<file path="config.mk">
export PLATFORM = sky130hd
export DESIGN_NAME = rls_front
export DESIGN_NICKNAME = d
export VERILOG_FILES = /design/src/hdl/rls_pkg.sv /design/src/hdl/rls_front.sv
export SDC_FILE = /design/constraint.sdc
export NUM_CORES = 1
export LEC_CHECK = 0
export BUFFER_PORTS_ARGS = -buffer_cell sky130_fd_sc_hd__buf_4
export CAP_MARGIN = 10
export CORE_UTILIZATION = 43
export DETAILED_ROUTE_END_ITERATION = 8
export PLACE_DENSITY = 0.91
export SLEW_MARGIN = 20
export SYNTH_ARGS = -nofsm -noshare
export SYNTH_HDL_FRONTEND = slang
export SYNTH_SLANG_ARGS = --single-unit
export TNS_END_PERCENT = 5
</file>
<file path="constraint.sdc">
create_clock -name vclk -period 4.5
set_input_delay 0.675 -clock vclk [all_inputs]
set_output_delay 0.675 -clock vclk [all_outputs]
set_load 0.01 [all_outputs]
</file>
<file path="src/hdl/rls_pkg.sv">
// ----------------------------------------------------------------------------
// rls_pkg
// Shared types and constants of the RGB LED strip serializer: item formats,
// configuration set, command format between front and back end.
// ----------------------------------------------------------------------------
package rls_pkg;

    // Parameter defaults
    localparam int MAX_LEDS_DEF   = 1024;
    localparam int GROUP_SIZE_DEF = 4;

    // Command field widths sized for the largest legal MAX_LEDS
    localparam int ADDR_MAXW = 16;
    localparam int CNT_MAXW  = 17;

    // Queue between front and back end
    localparam int QUEUE_DEPTH = 2;
    localparam int QUEUE_AW    = 1;

    // Action codes
    localparam logic [2:0] ACT_SET_PIXEL = 3'd0;
    localparam logic [2:0] ACT_SET_GROUP = 3'd1;
    localparam logic [2:0] ACT_FILL      = 3'd2;
    localparam logic [2:0] ACT_START     = 3'd3;
    localparam logic [2:0] ACT_NEXT      = 3'd4;

    // Status codes
    localparam logic [1:0] ST_OK        = 2'd0;
    localparam logic [1:0] ST_BAD_ARG   = 2'd1;
    localparam logic [1:0] ST_BAD_STATE = 2'd2;

    // Register indexes
    localparam logic [2:0] REG_STRIP_SIZE = 3'd0;
    localparam logic [2:0] REG_ZERO_HIGH  = 3'd1;
    localparam logic [2:0] REG_ZERO_LOW   = 3'd2;
    localparam logic [2:0] REG_ONE_HIGH   = 3'd3;
    localparam logic [2:0] REG_ONE_LOW    = 3'd4;

    // Register reset values
    localparam logic [10:0] STRIP_SIZE_RST = 11'd1024;
    localparam logic [7:0]  ZERO_HIGH_RST  = 8'd16;
    localparam logic [7:0]  ZERO_LOW_RST   = 8'd34;
    localparam logic [7:0]  ONE_HIGH_RST   = 8'd32;
    localparam logic [7:0]  ONE_LOW_RST    = 8'd18;

    typedef struct packed {
        logic [2:0] action;
        logic [9:0] position;
        logic [7:0] red;
        logic [7:0] green;
        logic [7:0] blue;
    } cmd_item_t;

    typedef struct packed {
        logic [1:0] status;
        logic       symbol_valid;
        logic [7:0] high_ticks;
        logic [7:0] low_ticks;
        logic       last;
    } rsp_item_t;

    typedef struct packed {
        logic [10:0] strip_size;
        logic [7:0]  zero_high_ticks;
        logic [7:0]  zero_low_ticks;
        logic [7:0]  one_high_ticks;
        logic [7:0]  one_low_ticks;
    } cfg_t;

    typedef enum logic [1:0] {
        OP_REPLY,
        OP_WRITE,
        OP_START,
        OP_NEXT
    } op_t;

    // Colour is kept in transmit order: green, red, blue
    typedef struct packed {
        op_t                  op;
        logic [1:0]           status;
        logic [ADDR_MAXW-1:0] addr;
        logic [CNT_MAXW-1:0]  count;
        logic [23:0]          colour;
    } cmd_t;

    typedef struct packed {
        logic full;
        logic empty;
    } q_status_t;

    typedef struct packed {
        logic clearing;
    } back_status_t;

endpackage

</file>
<file path="src/hdl/rls_front.sv">
// ----------------------------------------------------------------------------
// rls_front
// Accepts items, checks their arguments against the strip length and turns
// them into commands for the back end.
// ----------------------------------------------------------------------------
module rls_front import rls_pkg::*; #(
    parameter int MAX_LEDS   = MAX_LEDS_DEF,
    parameter int GROUP_SIZE = GROUP_SIZE_DEF,
    localparam int CW        = $clog2(MAX_LEDS + 1)
) (
    input  logic         cmd_valid,
    output logic         cmd_ready,
    input  cmd_item_t    cmd_item,
    input  logic [CW-1:0] strip_len,
    input  back_status_t back_st,
    input  q_status_t    q_st,
    output logic         push,
    output cmd_t         push_cmd
);

    logic [31:0] len32;
    logic [31:0] pos32;
    logic [31:0] first32;

    assign cmd_ready = !q_st.full && !back_st.clearing;
    assign push      = cmd_valid && cmd_ready;

    assign len32   = 32'(strip_len);
    assign pos32   = 32'(cmd_item.position);
    assign first32 = pos32 * GROUP_SIZE;

    always_comb
    begin
        push_cmd        = '0;
        push_cmd.op     = OP_REPLY;
        push_cmd.status = ST_OK;
        push_cmd.colour = {cmd_item.green, cmd_item.red, cmd_item.blue};
        unique case (cmd_item.action)
            ACT_SET_PIXEL:
            begin
                if (pos32 >= len32)
                begin
                    push_cmd.status = ST_BAD_ARG;
                end
                else
                begin
                    push_cmd.op    = OP_WRITE;
                    push_cmd.addr  = ADDR_MAXW'(cmd_item.position);
                    push_cmd.count = CNT_MAXW'(1);
                end
            end
            ACT_SET_GROUP:
            begin
                if (first32 + GROUP_SIZE > len32)
                begin
                    push_cmd.status = ST_BAD_ARG;
                end
                else
                begin
                    push_cmd.op    = OP_WRITE;
                    push_cmd.addr  = ADDR_MAXW'(first32);
                    push_cmd.count = CNT_MAXW'(GROUP_SIZE);
                end
            end
            ACT_FILL:
            begin
                if (strip_len == '0)
                begin
                    push_cmd.status = ST_BAD_STATE;
                end
                else
                begin
                    push_cmd.op    = OP_WRITE;
                    push_cmd.count = CNT_MAXW'(strip_len);
                end
            end
            ACT_START:
            begin
                if (strip_len == '0)
                begin
                    push_cmd.status = ST_BAD_STATE;
                end
                else
                begin
                    push_cmd.op = OP_START;
                end
            end
            ACT_NEXT:
            begin
                push_cmd.op = OP_NEXT;
            end
            default:
            begin
                push_cmd.status = ST_BAD_ARG;
            end
        endcase
    end

endmodule

</file>
==> flow_summary.toml <==
[run_status]
status = "complete, but fails checks"
violations = "DRC"

[drt]
drt-pass1-iter-count = 6
viasPerCell = 5.653
ant_nets = 0
wire_per_inst_um = 13.63
num_vias = 1402
drcViolationCount = 12
drtIter0Drc = 70
drt-total-wl_um = 3380

[critical_path]
crit_arrival_ps = 2940
critPathLaunchType = "input port"
cp-end-kind = "output pin"
crit_fanout = 13
crit_required_ps = 3830
critPathKind = "input port to output pin"

[placed_design]
io_buffer_count = 56
placedCellCount = 248
gp_congestion = 0.8034
hpwl_um = 2800
placed_area_um2 = 1506

[synthesis]
seq_area_frac_synth = 0
synth_area_leaders = "buf_4, ha_1, nand4b_1"
yosys.area_share.simple = 0.3311
synth.yosys.warnings = 0
postSynthAreaPerCell_um2 = 6.716
yosys.area_share.adder = 0.1931
synth_top_cell_by_area = "buf_4"
synth_top_area_frac = 0.1969
synth-xor-area-share = 0.04730
synth.mux.area_fraction = 0.01062
synth_top_family_by_area = "simple AND/OR/NAND/NOR gates"
ys_types = 38
synth_compound_area_frac = 0.1332
synthesis.area_um2 = 1296
synthCells = 193

[die]
num_io_pins = 115
num_rows = 19
initial_core_util = 0.4621
core_um2 = 2805
die_h_um = 56.91
die_area_um2 = 3238
die_x_um = 56.91

[power_and_ir_drop]
vdd_ir_drop_max_mv = 0.05385
p_leak_nw = 0.7816
powerDensity_nw_per_um2 = 96.48

[layout]
areaGrowthSynthToFinish_pct = 16.22
multi_input_comb_area_um2 = 964.7
drive_above_1_share = 0.2903
nClkBuffers = 0
final_nets = 291
final_common_cell = "buf_4"
nFillCells = 274
final_cell_count_no_fill = 248
regArea_um2 = 0
layout_common_cells = "buf_4, inv_1, ha_1"
n_antenna_cell = 0
design_area_um2 = 1506
seq_cells = 0

[sta]
drv_slew = 0
setup_violations = 0
period_share = 0.8034
finalCriticalPeriod_ps = 3615
worstMarginPinSlew_ps = 870.7
rsz0062_at_grt = "no"
hold_violations = 0
fmax_mhz = 276.6
whs_ps = 1350
setup_tns_ps = 0
relSlewSlack = 0.4195

[clocking]
cts_setup_buffers = 0
ctsResizeCount = 0
cts_hold_buf = 0

[global_route]
grt-ovfl-total = 0
grtUsageMet3 = 0.01382
grt_pass1_wl_um = 5547
grt_pass1_vias = 1259
grtUsageTotal = 0.2056
grt_busiest_layer = "met2"
grt_antenna_before_repair = 0
grt_max_degree = 19
grt_use_met1 = 0.2779
gr-usage-met2 = 0.3681

[flow_run]
maxCapViolCount = 0

[worst_hold_path]
hp-class = "input port to output pin"
## layout make-up
type	instances	area share
Tap cell	31	0.02575
Timing Repair Buffer	57	0.2841
Multi-Input combinational cell	140	0.6404
Inverter	20	0.04983
## stage by stage
stage                     total power, W  utilization  worst slack [ps]
after CTS                      0.0001448       0.5370             928.7
after floorplan                0.0001121            -              1266
final                          0.0001453       0.5370             884.8
after global placement         0.0001401       0.5370             932.6
after global routing           0.0001618       0.5370             685.1
after detailed placement       0.0001443       0.5370             931.5
## where the power goes
group          total [W]  internal, W  switching, W  leakage [nW]
registers              0            0             0             0
logic           0.000145    0.0000652     0.0000801         0.782
clock network          0            0             0             0
total           0.000145    0.0000652     0.0000801         0.782
## worst max-delay path: stages
cell and delay [ps]:
buf_4 130, ha_1 220, nand4_1 170, nor2_1 160, xnor2_1 160, ha_1 300
a22o_1 220, nor4_1 230, a21oi_1 110, buf_4 190, o22ai_1 210, buf_4 160
## cells by family (layout without fill, tap and decap cells)
kind of cell | Yosys count | in the layout
and+or+nand+nor | 75 | 75
other | 1 | 10
muxes | 1 | 1
buffers and inverters | 62 | 77
AOI/OAI and AO/OA | 27 | 27
xor gates and xnor gates | 7 | 7
adders and majority gates | 20 | 20
## cell usage after synthesis (2+ instances only)
| master | instances |
|---|---|
| a211oi_1 | 2 |
| and3_1 | 2 |
| buf_2 | 3 |
| nor3_1 | 13 |
| nand2_2 | 2 |
| o21ai_1 | 2 |
| nand3_1 | 7 |
| o22ai_1 | 8 |
| nand2_1 | 10 |
| nand4_1 | 5 |
| xnor2_1 | 6 |
| nor2b_1 | 2 |
| clkbuf_1 | 4 |
| a21oi_1 | 7 |
| nor2_1 | 14 |
| and2_1 | 2 |
| inv_1 | 20 |
| nor4_1 | 4 |
| ha_1 | 20 |
| buf_4 | 34 |
| nand4b_1 | 9 |
## layer usage
layer / vias up / share of wire
met5: - / 0
met4: 0 / 0.0036
met3: 4 / 0.091
met2: 72 / 0.48
met1: 633 / 0.42
li1: 693 / -
## final timing paths
| path | start | to | cells past startpoint |
|---|---|---|---|
| worst min-delay path | cmd_item[0] | push_cmd[0] | 0 |
| worst max-delay path | cmd_item[25] | push_cmd[46] | 12 |
Power figures use the tool's default switching activity.
