$ cat src/hdl/rls_pkg.sv
// ----------------------------------------------------------------------------
// rls_pkg
// Shared types and constants of the RGB LED strip serializer: item formats,
// configuration set, command format between front and back end.
// ----------------------------------------------------------------------------
package rls_pkg;

    // Parameter defaults
    localparam int MAX_LEDS_DEF   = 1024;
    localparam int GROUP_SIZE_DEF = 4;

    // Command field widths sized for the largest legal MAX_LEDS
    localparam int ADDR_MAXW = 16;
    localparam int CNT_MAXW  = 17;

    // Queue between front and back end
    localparam int QUEUE_DEPTH = 2;
    localparam int QUEUE_AW    = 1;

    // Action codes
    localparam logic [2:0] ACT_SET_PIXEL = 3'd0;
    localparam logic [2:0] ACT_SET_GROUP = 3'd1;
    localparam logic [2:0] ACT_FILL      = 3'd2;
    localparam logic [2:0] ACT_START     = 3'd3;
    localparam logic [2:0] ACT_NEXT      = 3'd4;

    // Status codes
    localparam logic [1:0] ST_OK        = 2'd0;
    localparam logic [1:0] ST_BAD_ARG   = 2'd1;
    localparam logic [1:0] ST_BAD_STATE = 2'd2;

    // Register indexes
    localparam logic [2:0] REG_STRIP_SIZE = 3'd0;
    localparam logic [2:0] REG_ZERO_HIGH  = 3'd1;
    localparam logic [2:0] REG_ZERO_LOW   = 3'd2;
    localparam logic [2:0] REG_ONE_HIGH   = 3'd3;
    localparam logic [2:0] REG_ONE_LOW    = 3'd4;

    // Register reset values
    localparam logic [10:0] STRIP_SIZE_RST = 11'd1024;
    localparam logic [7:0]  ZERO_HIGH_RST  = 8'd16;
    localparam logic [7:0]  ZERO_LOW_RST   = 8'd34;
    localparam logic [7:0]  ONE_HIGH_RST   = 8'd32;
    localparam logic [7:0]  ONE_LOW_RST    = 8'd18;

    typedef struct packed {
        logic [2:0] action;
        logic [9:0] position;
        logic [7:0] red;
        logic [7:0] green;
        logic [7:0] blue;
    } cmd_item_t;

    typedef struct packed {
        logic [1:0] status;
        logic       symbol_valid;
        logic [7:0] high_ticks;
        logic [7:0] low_ticks;
        logic       last;
    } rsp_item_t;

    typedef struct packed {
        logic [10:0] strip_size;
        logic [7:0]  zero_high_ticks;
        logic [7:0]  zero_low_ticks;
        logic [7:0]  one_high_ticks;
        logic [7:0]  one_low_ticks;
    } cfg_t;

    typedef enum logic [1:0] {
        OP_REPLY,
        OP_WRITE,
        OP_START,
        OP_NEXT
    } op_t;

    // Colour is kept in transmit order: green, red, blue
    typedef struct packed {
        op_t                  op;
        logic [1:0]           status;
        logic [ADDR_MAXW-1:0] addr;
        logic [CNT_MAXW-1:0]  count;
        logic [23:0]          colour;
    } cmd_t;

    typedef struct packed {
        logic full;
        logic empty;
    } q_status_t;

    typedef struct packed {
        logic clearing;
    } back_status_t;

endpackage

$ cat src/hdl/rls_queue.sv
// ----------------------------------------------------------------------------
// rls_queue
// Short command queue between front and back end.
// ----------------------------------------------------------------------------
module rls_queue import rls_pkg::*; (
    input  logic      clk,
    input  logic      rst_n,
    input  logic      push,
    input  cmd_t      push_cmd,
    input  logic      pop,
    output cmd_t      pop_cmd,
    output q_status_t q_st
);

    cmd_t                entry_reg [QUEUE_DEPTH];
    logic [QUEUE_AW-1:0] wr_ptr_reg;
    logic [QUEUE_AW-1:0] rd_ptr_reg;
    logic [QUEUE_AW:0]   fill_reg;

    assign q_st.full  = (fill_reg == (QUEUE_AW + 1)'(QUEUE_DEPTH));
    assign q_st.empty = (fill_reg == '0);
    assign pop_cmd    = entry_reg[rd_ptr_reg];

    always_ff @(posedge clk)
    begin
        if (push)
        begin
            entry_reg[wr_ptr_reg] <= push_cmd;
        end
    end

    always_ff @(posedge clk or negedge rst_n)
    begin
        if (!rst_n)
        begin
            wr_ptr_reg <= '0;
            rd_ptr_reg <= '0;
            fill_reg   <= '0;
        end
        else
        begin
            if (push)
            begin
                wr_ptr_reg <= wr_ptr_reg + 1'b1;
            end
            if (pop)
            begin
                rd_ptr_reg <= rd_ptr_reg + 1'b1;
            end
            if (push && !pop)
            begin
                fill_reg <= fill_reg + 1'b1;
            end
            else if (pop && !push)
            begin
                fill_reg <= fill_reg - 1'b1;
            end
        end
    end

endmodule

$ cat config.mk
export PLATFORM = sky130hd
export DESIGN_NAME = rls_queue
export DESIGN_NICKNAME = d
export VERILOG_FILES = /design/src/hdl/rls_pkg.sv /design/src/hdl/rls_queue.sv
export SDC_FILE = /design/constraint.sdc
export NUM_CORES = 1
export LEC_CHECK = 0
export BUFFER_PORTS_ARGS = -buffer_cell sky130_fd_sc_hd__buf_2
export CORE_ASPECT_RATIO = 0.9
export CORE_MARGIN = 5
export CORE_UTILIZATION = 40
export CTS_CLUSTER_SIZE = 16
export DETAILED_ROUTE_END_ITERATION = 16
export GPL_TIMING_DRIVEN = 0
export PLACE_DENSITY_LB_ADDON = 0.1
export SLEW_MARGIN = 0
export SYNTH_ARGS = -nofsm -noshare
export SYNTH_HDL_FRONTEND = slang
export SYNTH_SLANG_ARGS = --single-unit
$ cat constraint.sdc
create_clock -name clk -period 6.7 [get_ports clk]
set_clock_uncertainty 0.1 [all_clocks]
set_input_delay 0.67 -clock clk [delete_from_list [all_inputs] [get_ports clk]]
set_output_delay 0.67 -clock clk [all_outputs]
set_load 0.05 [all_outputs]
==> flow_summary.ini, run 1 <==
[grt]
grt_max_degree = 62
antenna_found_initial = 1
grt_usage_pct = 12.5
grt_pass1_wl_um = 13300
gr-total-overflow = 0
first_global_vias = 2628

[yosys]
netlist.top_cell.by_area = edfxtp_1
ys_seq_elements = 126
synthCells = 206
ys_types = 13
synth_top_area_share_pct = 74.9
synth_nets = 272
seq_area_frac_synth_pct = 77.0
synth_area_leaders = edfxtp_1 (75%), mux2_4 (18%), buf_12 (2.5%), dfrtp_1 (2.0%), xor2_1 (0.72%)
avgSynthCellArea_um2 = 23.7
synth_area_um2 = 4890
yosysWarningCount = 0

[outcome]
status = complete, no violations

[worst_setup_path]
worst-path-buf-inv = 3
crit_path_top_delay_cell = dfrtp_1
cpLargestDelayFamily = buffers and inverters
cp.arrival_ns = 1.64
max_stage_delay_ns = 0.34
criticalPathCategory = reg2out
worstSetupStartpointType = register
crit_chain = buf_6, buf_12, mux2_4, buf_2
cp.required_ns = 5.93
cp_max_fo = 10
cp-end-kind = primary output

[clock_network]
htree_levels = 4
cts_tree = yes
cts-resized-gates = 0
cts_root_buf = clkbuf_16
clockBufferDepth = 2
clk_latency_ns = 0.41
cts.clk_slew.worst_paths_ns = 0.05
cts.sinks = 126
cts_made_buffers = 17

[power_and_ir_drop]
power_frac_seq_pct = 31.8
p_per_area_nw_per_um2 = 535
p_clk_share_pct = 28.1
combPwrFrac_pct = 40.2
p_sw_share_pct = 36.5
intPower_w = 0.00218
switching_power_w = 0.00125
p_leak_nw = 2.62
vdd_drop_max_uv = 336

[floorplan]
core_um2 = 12000
rows = 38
dieArea_um2 = 14500
die_y_um = 115
initial_core_util_pct = 40.6
dieWidth_um = 127
io_pins = 128

[route]
drc = 0
first_pass_iters = 4
post_drt_wl_per_cell_um = 16.1
avgViaCountPerCell = 4.54
drtAntennaViolNets = 0
via_count = 2395
drt-total-wl_um = 8520
drt_iter0_drc = 116

[final_layout]
fillCellCount = 989
diodes = 0
final_common_cell = buf_2
fin_nets = 421
fin_util_pct = 53.3
largest_reg_flops = 122
final_cell_mix = buf_2 (127), edfxtp_1 (122), mux2_4 (59)
area_delta_synth_final_pct = 31.1
drive_gt1_share_pct = 61.7

[sta]
fin_crit_sh_pct = 35.9
tns_ns = 0
drv_slew = 0
fin_crit_ns = 2.41
tightest_slew_ns = 0.876
rsz0062_at_grt = no
setup_viol = 0
worst_slew_margin_rel_pct = 41.6
max_clock_freq_mhz = 415
hold_violations = 0

[placed_design]
dp_hpwl_um = 5570
portBuffers = 127
gp_congestion = 0.675

[min_path]
worstHoldPathType = in2reg

[run]
maxCapViolations = 0
worst paths after layout:
path	from	end	slack (ns)	cells after the start
setup / recovery	rd_ptr_reg	pop_cmd[31]	4.29	4
hold / removal	push_cmd[13]	entry_reg[0][13]	0.35	1
setup reg to reg	wr_ptr_reg	entry_reg[1][27]	4.99	1
hold reg to reg	fill_reg[1]	fill_reg[1]	0.39	1
max in group asynchronous	rst_n	fill_reg[0]	5.90	2
min in group asynchronous	rst_n	rd_ptr_reg	0.48	2
routing by layer:
layer  wire length (um)  global-route usage (%)  part of all wire (%)  vias up
li1                   -                       -                     -     1108
met4                138                    6.00                   1.6        2
met2               4330                    20.8                    51       81
met1               3320                    13.2                    39     1189
met3                722                    6.69                   8.5       15
met5                  7                       0                 0.082        -
cells by family after synthesis:
family	synth area share, %
xor+xnor	0.896
fa+ha+maj	0.256
buf+inv	2.76
flops	77.0
mux	18.6
simple gates	0.537
cells in the mapped netlist:
cell type / n
dfrtp_1: 4
and2_1: 1
mux2_4: 59
nor2_1: 2
edfxtp_1: 122
inv_1: 1
mux2_2: 2
xor2_1: 4
xnor2_1: 1
nor2b_1: 2
ha_1: 1
buf_12: 6
buf_6: 1
power by group through the flow:
stage	Combinational, W	Clock (W)	Sequential [W]
final	0.00138	0.000963	0.00109
after global routing	0.00145	0.00102	0.00111
after CTS	0.00141	0.000983	0.00109
after detailed placement	0.00140	0	0.00111
after global placement	0.00138	0	0.00112
after floorplan	0.00114	0	0.00111
timing repair:
action,CTS,global route
buffers inserted,0,0
hold endpoints to repair,4,0
hold buffers,1,0
final cells by class:
class / instances / area [um2] / share of cell area [%]
inverter: 1 / 3.75 / 0.0585
buffer: 7 / 131 / 2.05
timing repair buffer: 130 / 686 / 10.7
clock inverter: 15 / 200 / 3.12
sequential: 126 / 3760 / 58.7
tap: 160 / 200 / 3.12
clock buffer: 17 / 425 / 6.64
multi-input combinational: 72 / 1000 / 15.6
metrics by stage:
step                      power [W]  setup slack, ns  instance area, um2  instances  hold slack [ns]
after global placement      0.00250            0.725                5730        493            0.370
after CTS                   0.00348             4.25                6410        528            0.322
after detailed placement    0.00251             4.63                5780        495            0.381
after floorplan             0.00224             2.76                4890        206            0.274
after global routing        0.00357             4.22                6410        528            0.321
final                       0.00343             4.29                6410        528            0.348
No activity file was read; power rests on OpenSTA's default activity.
==> inputs of run 2 (changes only) <==
Settings changed: ABC_AREA from default to 1.
Clock period 6.7 ns to 2.5 ns, I/O delays scaled along.
==> run 2 against run 1 <==
Utilization is 4.5 points higher. Die area grew 0.37%. Setup slack worse by 3.8 ns. Count of clock-buffer cells in the layout is 4 higher. Largest cell class unchanged. Synthesized cell count up 4.4%. Combinational power grew to 2.7 times the previous value. First-iteration DRC count down 31%. Sequential share of layout area decreased by 4.6 points. Final cell count rose by 13%. Critical path depth unchanged. Global-route usage rose by 0.26 points. Via count rose by 8.9%.
==> flow_summary.ini, run 2 <==
[worst_setup_path]
crit_chain = buf_6, buf_12, mux2_4, buf_2
cp-end-kind = primary output
worstSetupStartpointType = register
crit_path_top_delay_cell = dfrtp_1
cp.required_ns = 2.15
criticalPathCategory = reg2out
r2r_cells = 2
cp_max_fo = 10
max_stage_delay_ns = 0.33
cp.arrival_ns = 1.64

[sta]
max_clock_freq_mhz = 504
fin_crit_ns = 1.99
whs_ns = 0.0906
fin_crit_sh_pct = 79.4
setup_viol = 0
drv_slew = 0
worst_slew_margin_rel_pct = 46.7
hold_violations = 0
rsz0062_at_grt = no
tightest_slew_ns = 0.800

[grt]
grt_max_degree = 62
antenna_found_initial = 0
gr-total-overflow = 0
first_global_vias = 2844
grt_usage_pct = 12.8
grt_pass1_wl_um = 13900

[final_layout]
final_common_cell = buf_2
area_delta_synth_final_pct = 41.6
largest_reg_flops = 122
fin_nets = 493
drive_gt1_share_pct = 50.8
diodes = 0
final_cell_mix = buf_2 (127), edfxtp_1 (122), dlygate4sd3_1 (64)

[yosys]
synth_most_common_cell = edfxtp_1
ys_async_sr_fraction_pct = 3.17
synth_commonest_cells = edfxtp_1 (122), mux2_4 (59), inv_1 (7), buf_12 (6), nand2_1 (5)
netlist.top_cell.by_area = edfxtp_1
ys_types = 14
synth_nets = 281
synth_ff_type = edfxtp_1
synth_edf_count = 122
avgSynthCellArea_um2 = 22.8
synthCells = 215
synth_top_area_share_pct = 74.6
synth_area_leaders = edfxtp_1 (75%), mux2_4 (18%), buf_12 (2.4%), dfrtp_1 (2.0%), inv_1 (0.54%)
ys_seq_elements = 126
seq_area_frac_synth_pct = 76.7
synth_area_um2 = 4910
yosysWarningCount = 0

[route]
drc = 0
drt_iter0_drc = 80
first_pass_iters = 4
drtAntennaViolNets = 0
avgViaCountPerCell = 4.35
via_count = 2608
post_drt_wl_per_cell_um = 14.8
drt-total-wl_um = 8860

[placed_design]
gp_congestion = 0.670
portBuffers = 127
dp_hpwl_um = 5500

[floorplan]
io_pins = 128
dieWidth_um = 127
initial_core_util_pct = 40.8
core_um2 = 12000
rows = 38
dieArea_um2 = 14600
die_y_um = 115

[clock_network]
clk_latency_ns = 0.40
cts_root_buf = clkbuf_16
cts-resized-gates = 0
cts_tree = yes
clockBufferDepth = 2
htree_levels = 4
cts_made_buffers = 17
cts.sinks = 126
cts.clk_slew.worst_paths_ns = 0.05
post_cts_buffers = 0

[power_and_ir_drop]
p_total_w = 0.00884
p_per_area_nw_per_um2 = 1270
p_leak_nw = 2.86
vdd_drop_max_uv = 682

[outcome]
status = complete, no violations

[run]
maxCapViolations = 0

[min_path]
worstHoldPathType = in2async
run 2: cell count changes after synthesis:
cell     change
nand3_1      +1
and2_1       -1
inv_1        +6
nand2_1      +5
nor2_1       +1
nand4_1      +1
xor2_1       -2
nor2b_1      -2
run 2: final cells by class:
type	instances	area (um2)
Multi-Input combinational cell	75	996
Timing Repair Buffer	193	1320
Inverter	7	28.8
Fill cell	926	5080
Clock inverter	10	73.8
Clock buffer	21	440
Tap cell	160	200
Sequential cell	126	3760
Buffer	7	131
run 2: logic make-up after synthesis:
family                     Yosys count  synth area share, %
buffers and inverters               14                 3.21
muxes                               61                 18.5
DFF                                126                 76.7
xor gates and xnor gates             3                0.535
and+or+nand+nor                     10                0.841
adders and majority gates            1                0.255
run 2: worst paths after layout:
kind | startpoint | to | slack [ns]
worst max-delay path | rd_ptr_reg | pop_cmd[20] | 0.51
worst min-delay path | rst_n | wr_ptr_reg | 0.09
worst max register to register | wr_ptr_reg | entry_reg[1][53] | 0.86
worst min register to register | fill_reg[1] | fill_reg[1] | 0.44
max in group asynchronous | rst_n | fill_reg[0] | 2.08
min in group clk | fill_reg[1] | fill_reg[1] | 0.44
run 2: worst max-delay path, delay by kind of cell (launching register included):
kind / cells / cell delay, ns
mux: 1 / 0.31
flops: 1 / 0.33
buf+inv: 3 / 0.57
run 2: per-layer routing:
| metal | vias to the layer above | wire, um | global-route usage, % |
|---|---|---|---|
| met4 | 0 | 156 | 6.65 |
| met3 | 12 | 646 | 5.11 |
| li1 | 1262 | - | - |
| met5 | - | 0 | 0 |
| met2 | 96 | 4250 | 20.3 |
| met1 | 1238 | 3810 | 15.2 |
run 2: where the power goes:
part | switching [W] | internal (W)
clock network | 0.000794 | 0.00134
registers | 0.000114 | 0.00281
logic | 0.00244 | 0.00134
run 2: metrics by stage:
step	setup slack [ns]	TNS (ns)	cells	util [%]	instance area [um2]
final	0.514	0	599	57.8	6950
after global routing	0.434	0	599	57.8	6950
after CTS	0.470	0	599	57.8	6950
after detailed placement	0.822	0	504	48.2	5800
after global placement	-0.473	-28.64	502	47.8	5750
after floorplan	0.329	0	215	-	4920
run 2: repair_timing:
action / in CTS / in global routing
endpoints found under the setup margin: 0 / 0
hold endpoints to repair: 128 / 0
hold buffers: 64 / 0
